==> src/hw/rtl/v3a_pkg.sv <==
// Package for the vector ALU: transaction types, opcodes, pipeline records
// and the saturation helper. Depends on nothing.
`timescale 1ns / 1ps

package v3a_pkg;

    localparam int DATA_W     = 32;
    localparam int FRAC_W     = 16;
    localparam int SQRT_STEPS = 32;
    localparam int DIVD_W     = DATA_W + FRAC_W;
    localparam int DIV_STEPS  = DIVD_W;

    typedef enum logic [3:0] {
        OP_ADD   = 4'd0,
        OP_SUB   = 4'd1,
        OP_NEG   = 4'd2,
        OP_ADDS  = 4'd3,
        OP_SUBS  = 4'd4,
        OP_MULS  = 4'd5,
        OP_DIVS  = 4'd6,
        OP_DOT   = 4'd7,
        OP_CROSS = 4'd8,
        OP_LEN   = 4'd9,
        OP_NORM  = 4'd10,
        OP_EQ    = 4'd11
    } op_t;

    typedef logic signed [31:0] word_t;

    typedef struct packed {
        logic [3:0] func;
        word_t      a_x;
        word_t      a_y;
        word_t      a_z;
        word_t      b_x;
        word_t      b_y;
        word_t      b_z;
        word_t      scalar_in;
    } in_item_t;

    typedef struct packed {
        word_t r_x;
        word_t r_y;
        word_t r_z;
        word_t scalar_out;
        logic  equal_flag;
        logic  overflow_flag;
        logic  div_error;
    } out_item_t;

    typedef struct packed {
        logic [31:0] val;
        logic        ov;
    } sat_t;

    // Record that travels alongside the square root pipeline.
    typedef struct packed {
        logic [3:0]       func;
        logic [2:0][31:0] r;
        logic [31:0]      sc;
        logic             eq;
        logic             ov;
        logic [31:0]      s_mag;
        logic             s_neg;
        logic             s_zero;
        logic [2:0]       a_neg;
        logic [2:0][31:0] a_mag;
    } early_t;

    // Record that travels alongside the divider pipelines.
    typedef struct packed {
        logic [3:0]       func;
        logic [2:0][31:0] r;
        logic [31:0]      sc;
        logic             eq;
        logic             ov;
        logic             dz;
    } late_t;

    localparam logic signed [65:0] VMAX66 = 66'sh0_0000_0000_7FFF_FFFF;
    localparam logic signed [65:0] VMIN66 = 66'sh3_FFFF_FFFF_8000_0000;

    function automatic logic signed [65:0] sext66(input logic signed [63:0] v);
        return {{2{v[63]}}, v};
    endfunction

    function automatic sat_t sat_word(input logic signed [65:0] v);
        sat_t res;
        if (v > VMAX66)
        begin
            res.val = 32'h7FFF_FFFF;
            res.ov  = 1'b1;
        end
        else if (v < VMIN66)
        begin
            res.val = 32'h8000_0000;
            res.ov  = 1'b1;
        end
        else
        begin
            res.val = v[31:0];
            res.ov  = 1'b0;
        end
        return res;
    endfunction

endpackage

==> src/hw/rtl/v3a_merge.sv <==
// Merging stage: sums the lane products into the dot product and the
// squared length, and prepares the scalar operand. Depends on v3a_pkg.
`timescale 1ns / 1ps

module v3a_merge (
    input  logic               clk,
    input  logic [3:0]         func,
    input  v3a_pkg::word_t     s,
    input  logic signed [63:0] prod0,
    input  logic signed [63:0] prod1,
    input  logic signed [63:0] prod2,
    output logic [3:0]         func_out,
    output logic [31:0]        dot_sc,
    output logic               dot_ov,
    output logic [63:0]        sq_sum,
    output logic [31:0]        s_mag,
    output logic               s_neg,
    output logic               s_zero
);
    import v3a_pkg::*;

    logic signed [65:0] dot_sum;
    logic signed [65:0] dot_sh;
    sat_t               dot_res;

    logic [3:0]  func_reg;
    logic [31:0] dot_sc_reg;
    logic        dot_ov_reg;
    logic [63:0] sq_sum_reg;
    logic [31:0] s_mag_reg;
    logic        s_neg_reg;
    logic        s_zero_reg;

    assign dot_sum = sext66(prod0) + sext66(prod1) + sext66(prod2);
    assign dot_sh  = dot_sum >>> FRAC_W;

    always_comb
    begin
        dot_res = '0;
        if (func == OP_DOT)
        begin
            dot_res = sat_word(dot_sh);
        end
    end

    always_ff @(posedge clk)
    begin
        func_reg   <= func;
        dot_sc_reg <= dot_res.val;
        dot_ov_reg <= dot_res.ov;
        // Squares are never negative, so the unsigned sum is exact.
        sq_sum_reg <= 64'(prod0) + 64'(prod1) + 64'(prod2);
        s_mag_reg  <= s[31] ? 32'(-s) : 32'(s);
        s_neg_reg  <= s[31];
        s_zero_reg <= (s == '0);
    end

    assign func_out = func_reg;
    assign dot_sc   = dot_sc_reg;
    assign dot_ov   = dot_ov_reg;
    assign sq_sum   = sq_sum_reg;
    assign s_mag    = s_mag_reg;
    assign s_neg    = s_neg_reg;
    assign s_zero   = s_zero_reg;

endmodule

==> config.mk <==
export PLATFORM = sky130hd
export DESIGN_NAME = v3a_merge
export DESIGN_NICKNAME = d
export VERILOG_FILES = /design/src/hw/rtl/v3a_pkg.sv /design/src/hw/rtl/v3a_merge.sv
export SDC_FILE = /design/constraint.sdc
export NUM_CORES = 1
export LEC_CHECK = 0
export BUFFER_PORTS_ARGS = -buffer_cell sky130_fd_sc_hd__buf_2
export CAP_MARGIN = 40
export CORE_ASPECT_RATIO = 0.75
export CORE_MARGIN = 8
export CORE_UTILIZATION = 50
export CTS_CLUSTER_SIZE = 20
export DETAILED_ROUTE_END_ITERATION = 10
export HOLD_SLACK_MARGIN = 0.1
export MAX_ROUTING_LAYER = met4
export PLACE_DENSITY = 0.81
export RECOVER_POWER = 100
export SETUP_SLACK_MARGIN = 0.3
export SYNTH_ARGS = -nofsm -noshare
export SYNTH_HDL_FRONTEND = slang
export SYNTH_SLANG_ARGS = --single-unit
export TNS_END_PERCENT = 5
==> constraint.sdc <==
create_clock -name clk -period 4.8 [get_ports clk]
set_clock_uncertainty 0.05 [all_clocks]
set_input_delay 0.24 -clock clk [delete_from_list [all_inputs] [get_ports clk]]
set_output_delay 0.24 -clock clk [all_outputs]
set_load 0.01 [all_outputs]
# After elaboration in Yosys (flattened, before gate mapping)
# Cells that the tools add are included.
# Widths: inputs -> output; s select.
dict set report op_classes {
  n_eq_ne 1
  bitwise_logic 1
  reduce_logical 2
  magnitude_cmp 2
  add_sub_neg 5
  mux 3
}
# cell count
set op_table {}
lappend op_table {{$add 64x64->64} 2}
lappend op_table {{$add 65x64->66} 1}
lappend op_table {{$add 64x64->65} 1}
lappend op_table {{$gt 50x32->1 const B} 1}
lappend op_table {{$lt 50x32->1 const B} 1}
lappend op_table {{$mux 33} 1}
lappend op_table {{$logic_not 32->1} 1}
lappend op_table {{$mux 32} 1}
lappend op_table {{$neg 32->32} 1}
lappend op_table {{$mux 31} 1}
lappend op_table {{$eq 4x3->1 const B} 1}
lappend op_table {{$reduce_or 2->1} 1}
lappend op_table {{$not 1->1} 1}
dict set report totals {
  elab_cells 23
  regBits 135
  input_bits 229
}

# Depth between registers and ports, before layout
dict set report depth {
  word_depth 5
  mapped_depth 17
}

# Worst setup path after synthesis
# No wires, ideal clock.
dict set report synth_path {
  path_kind {input to register}
  start {input port prod0[1]}
  end {register dot_sc_reg[10] (netlist: dot_sc[10])}
  t_arrival_ps 3966
  setup_slack_ps 659
  t_required_ps 4625
  stages 15
  path_cell_list {fa_1 -> ha_1 -> fa_1 -> a21o_1 -> a221oi_2 -> o211ai_2 -> a211o_1 -> and2_4 -> a31oi_2 -> mux2i_1 -> o21ai_1 -> or4_4 -> o21ai_4 -> buf_6 -> a21oi_2}
}
dict set report synth_between {
  elab_chain_len 5
}
# element line
set synth_rtl {}
lappend synth_rtl {{start: declaration} v3a_merge.sv:9} ;# input logic signed [63:0] prod0,
lappend synth_rtl {{$add 64x64->65 (*)} v3a_merge.sv:34} ;# assign dot_sum = sext66(prod0) + sext66(prod1) + sext66(prod2);
lappend synth_rtl {{$add 65x64->66 (*)} v3a_merge.sv:34}
lappend synth_rtl {{$lt 50x32->1} v3a_pkg.sv:94} ;# else if (v < VMIN66)
lappend synth_rtl {{$mux 33} v3a_pkg.sv:94}
lappend synth_rtl {{$mux 32 (*)} v3a_pkg.sv:89} ;# if (v > VMAX66)
lappend synth_rtl {{end signal: assignment} v3a_merge.sv:49} ;# dot_sc_reg <= dot_res.val;
lappend synth_rtl {{end: declaration} v3a_merge.sv:27} ;# logic [31:0] dot_sc_reg;
# Mark *: on every way between the ends. The rest lies on a longest branch, timed or not.
# A chain may end at the register's enable or synchronous reset.

# Worst setup path in the final report
dict set report layout_path {
  start {input port prod0[1]}
  end {register dot_sc_reg[6] (netlist: dot_sc[6])}
}
dict set report layout_between {
  elab_chain_len 5
}
# element line
set layout_rtl {}
lappend layout_rtl {{$add 64x64->65 (*)} v3a_merge.sv:34}
lappend layout_rtl {{$add 65x64->66 (*)} v3a_merge.sv:34}
lappend layout_rtl {{named net dot_sum[57]} v3a_merge.sv:22} ;# logic signed [65:0] dot_sum;
lappend layout_rtl {{$lt 50x32->1} v3a_pkg.sv:94}
lappend layout_rtl {{$mux 33} v3a_pkg.sv:94}
lappend layout_rtl {{$mux 32 (*)} v3a_pkg.sv:89}
# Mark *: on every way through the listed nets, which the timed path passes. The rest lies on a longest branch.

==> impl_metrics.py <==
metrics = {
    "run": {
        "cap_violations": 0,
    },
    "clock_tree": {
        "cts_tree": "built",
        "cts_max_level": 4,
        "cts_buffer_depth": 2,
        "cts_buffers": 17,
        "clk_pin_slew_ns": 0.06,
        "clkSinkCount": 135,
        "cts_setup_buffers": 0,
        "root_buffer": "clkbuf_16",
    },
    "synth": {
        "synth_compound_area_share_pct": 22.2,
        "synth_seq_cells": 135,
        "syn_inst": 1101,
        "seq_area_frac_synth_pct": 27.7,
        "postSynthAreaPerCell_um2": 8.86,
        "async_flop_share_pct": 0,
        "syn-cell-area_um2": 9760,
        "synth_top_family_by_area": "compound AO/OA/AOI/OAI gates",
        "yosys_warnings": 0,
        "synth-edff-count": 0,
        "synth-simple-area-share_pct": 16.8,
        "synth_fp_nets": 1460,
        "synthMuxAreaShare_pct": 0.410,
        "synth-xor-area-share_pct": 6.82,
        "synth_fa_ha_area_share_pct": 21.7,
        "synth_ff_type": "dfxtp_1",
        "synth_cell_type_count": 81,
    },
    "global_route": {
        "track_usage_pct": 30.3,
        "gr-total-overflow": 0,
        "grt_pass1_wl_mm": 55.9,
        "grt_pass1_vias": 10302,
        "grt_max_degree": 35,
        "antenna_found_initial": 0,
    },
    "die": {
        "core_area_um2": 19300,
        "rows": 44,
        "design.die.area_um2": 24300,
        "dieHeight_um": 137,
        "initial_core_util_pct": 50.6,
        "chipWidth_um": 177,
        "ios": 364,
    },
    "sta": {
        "fin_crit_ns": 4.44,
        "setup-tns-final_ns": 0,
        "rsz0062_at_grt": "no",
        "finalSetupViolCount": 0,
        "timing.fmax_mhz": 225,
        "period_share_pct": 92.6,
        "hold_viol_final": 0,
        "tightest_slew_ns": 1.28,
        "fin_ws_ns": 0.357,
        "slew-limit-headroom_pct": 14.9,
        "slew_viol_final": 0,
    },
    "place": {
        "dp.cells": 1687,
        "hpwl_mm": 30.9,
        "dp_slack_ns": 0.172,
        "port_buffers": 363,
        "gp_congestion": 1.05,
    },
    "detailed_routing": {
        "wl_mm": 37.3,
        "drc_errors": 0,
        "vias_per_cell": 5.88,
        "drtAntennaViolNets": 0,
        "vias": 10318,
        "drtIter0Drc": 930,
        "first_pass_iters": 6,
        "wl_per_cell_um": 21.3,
    },
    "worst_setup_path": {
        "endpoint_kind": "flop",
        "critPathSlowestCell": "or4_4",
        "cpPeakStageDelay_ns": 0.55,
        "crit_chain": "clkbuf_1 -> fa_1 -> ha_1 -> fa_1 -> a21o_1 -> a221oi_1 -> o211ai_2 -> a211o_1 -> and2_0 -> a31oi_2 -> buf_4 -> o21ai_2 -> xor2_1 -> or4_4 -> o21ai_4 -> buf_12 -> a21oi_1",
        "crit_top_cell": "fa_1",
        "setup.worst_path.start_class": "input port",
        "critPathMaxFanout": 31,
        "path_class": "in -> reg",
        "worstPathArrival_ns": 4.66,
        "crit_required_ns": 5.01,
    },
    "cells_and_area": {
        "final_nets": 1847,
        "fillers": 1730,
        "final_cells": 1754,
        "largest_reg_flops": 64,
        "drive_gt1_share_pct": 18.5,
        "n_antenna_cell": 0,
        "area_delta_synth_final_pct": 28.4,
    },
    "hold_path": {
        "holdCritStartpoint": "prod2[1]",
        "holdPathEnd": "sq_sum[1]$_DFF_P_",
        "hold_path.class": "in -> reg",
        "whs_path_depth": 3,
    },
    "outcome": {
        "status": "finished clean",
    },
    "pwr": {
        "vdd_drop_max_v": 0.000311,
        "leakagePower_nw": 5.38,
        "power_density_nw_per_um2": 439,
    },
}
-- layout by cell type, fill, tap and decap left out, types with 12 or more instances in the layout --
cell / synthesis / routed
nand3_1: 20 / 20
fa_1: 65 / 65
nor3_1: 23 / 23
inv_1: 56 / 56
dlygate4sd3_1: 0 / 35
o31ai_1: 15 / 15
clkbuf_1: 16 / 150
nand2_1: 93 / 93
ha_1: 65 / 65
o21a_1: 13 / 13
clkbuf_16: 0 / 17
or4_1: 11 / 12
nor2_1: 69 / 69
nand4_1: 29 / 29
xor2_1: 20 / 20
dfxtp_1: 135 / 135
and3_1: 12 / 12
o21ai_0: 61 / 62
xnor2_1: 56 / 56
a21oi_1: 110 / 117
a21o_1: 23 / 23
buf_2: 26 / 215
-- how the worst max path moves through the flow --
| stage | endpoint | cells past startpoint | start | slack (ns) |
|---|---|---|---|---|
| 2_1_floorplan | dot_sc[10]$_SDFF_PP0_ | 15 | prod0[1] | 0.66 |
| 3_3_place_gp | dot_sc[9]$_SDFF_PP0_ | 17 | prod0[1] | 0.31 |
| 3_5_place_dp | dot_sc[22]$_SDFF_PP0_ | 17 | prod0[1] | 0.17 |
| 4_1_cts | dot_sc[6]$_SDFF_PP0_ | 17 | prod0[1] | 0.57 |
| 5_1_grt | dot_sc[6]$_SDFF_PP0_ | 16 | prod0[4] | 0.20 |
| 6_report | dot_sc[6]$_SDFF_PP0_ | 17 | prod0[1] | 0.36 |
-- logic make-up (layout without fill, tap and decap cells) --
group / Yosys count / count (layout)
compound gates: 330 / 330
simple gates: 325 / 325
flops: 135 / 135
fa+ha+maj: 130 / 130
buf+inv: 101 / 501
xor+xnor: 76 / 76
mux: 4 / 4
-- repair_timing --
action / CTS / global route
endpoints found under the setup margin: 0 / 5
hold buffers: 35 / 0
resized for setup: 0 / 2
endpoints found under the hold margin: 37 / 0
-- where the power goes --
part           total (W)  leakage (nW)  internal [W]  switching (W)
registers        0.00154          1.13       0.00143       0.000105
clock network    0.00135         0.297      0.000851       0.000496
logic            0.00262          3.95      0.000902        0.00172
total            0.00550          5.38       0.00319        0.00232
-- metal layers --
layer | vias to the layer above | part of all wire (%) | global-route usage (%)
li1 | 4749 | - | -
met1 | 4829 | 42 | 38.2
met2 | 662 | 45 | 47.8
met3 | 78 | 9.8 | 6.37
met4 | 0 | 2.7 | 10.5
met5 | - | 0 | -
-- stage by stage --
stage	util [%]	hold WS [ns]	power [W]	area (µm²)
after detailed placement	61.3	0.311	0.00417	11800
after global placement	61.3	0.305	0.00414	11800
final	65.1	0.190	0.00550	12500
after floorplan	-	0.218	0.00311	9760
after CTS	66.3	0.171	0.00554	12800
after global routing	65.1	0.183	0.00578	12500
-- critical path: cells and delay by family --
| family | cells | cell delay, ns |
|---|---|---|
| compound gates | 8 | 1.86 |
| xor+xnor | 1 | 0.17 |
| fa+ha+maj | 3 | 1.12 |
| simple gates | 2 | 0.76 |
| buf+inv | 3 | 0.48 |
-- cell type report --
cell class	instances	area, µm²	share of cell area, %
sequential	135	2700	21.6
clock buffer	19	453	3.61
tap	253	317	2.53
timing repair buffer	413	2110	16.8
inverter	56	210	1.68
clock inverter	13	170	1.36
multi-input combinational	865	6570	52.4
-- Yosys cell counts (all sizes together), types with 10 or more instances --
| master | count | share of area [%] |
|---|---|---|
| o21bai | 10 | 0.77 |
| o21ai | 69 | 3.7 |
| nor3 | 24 | 1.3 |
| a21oi | 120 | 6.5 |
| o21a | 13 | 1.0 |
| nand2 | 93 | 3.6 |
| and2 | 10 | 0.67 |
| nor2 | 69 | 2.7 |
| and3 | 12 | 0.77 |
| nand3 | 20 | 1.0 |
| a21o | 23 | 1.8 |
| nand4 | 29 | 1.9 |
| o211ai | 11 | 0.90 |
| a31oi | 11 | 0.77 |
| clkbuf | 16 | 0.62 |
| nand2b | 10 | 0.64 |
| fa | 65 | 13 |
| dfxtp | 135 | 28 |
| o31ai | 15 | 1.2 |
| xnor2 | 56 | 5.0 |
| ha | 65 | 8.3 |
| or3 | 11 | 0.71 |
| xor2 | 20 | 1.8 |
| or4 | 13 | 1.1 |
| buf | 29 | 1.7 |
| inv | 56 | 2.2 |
No activity file was read; power rests on OpenSTA's default activity.
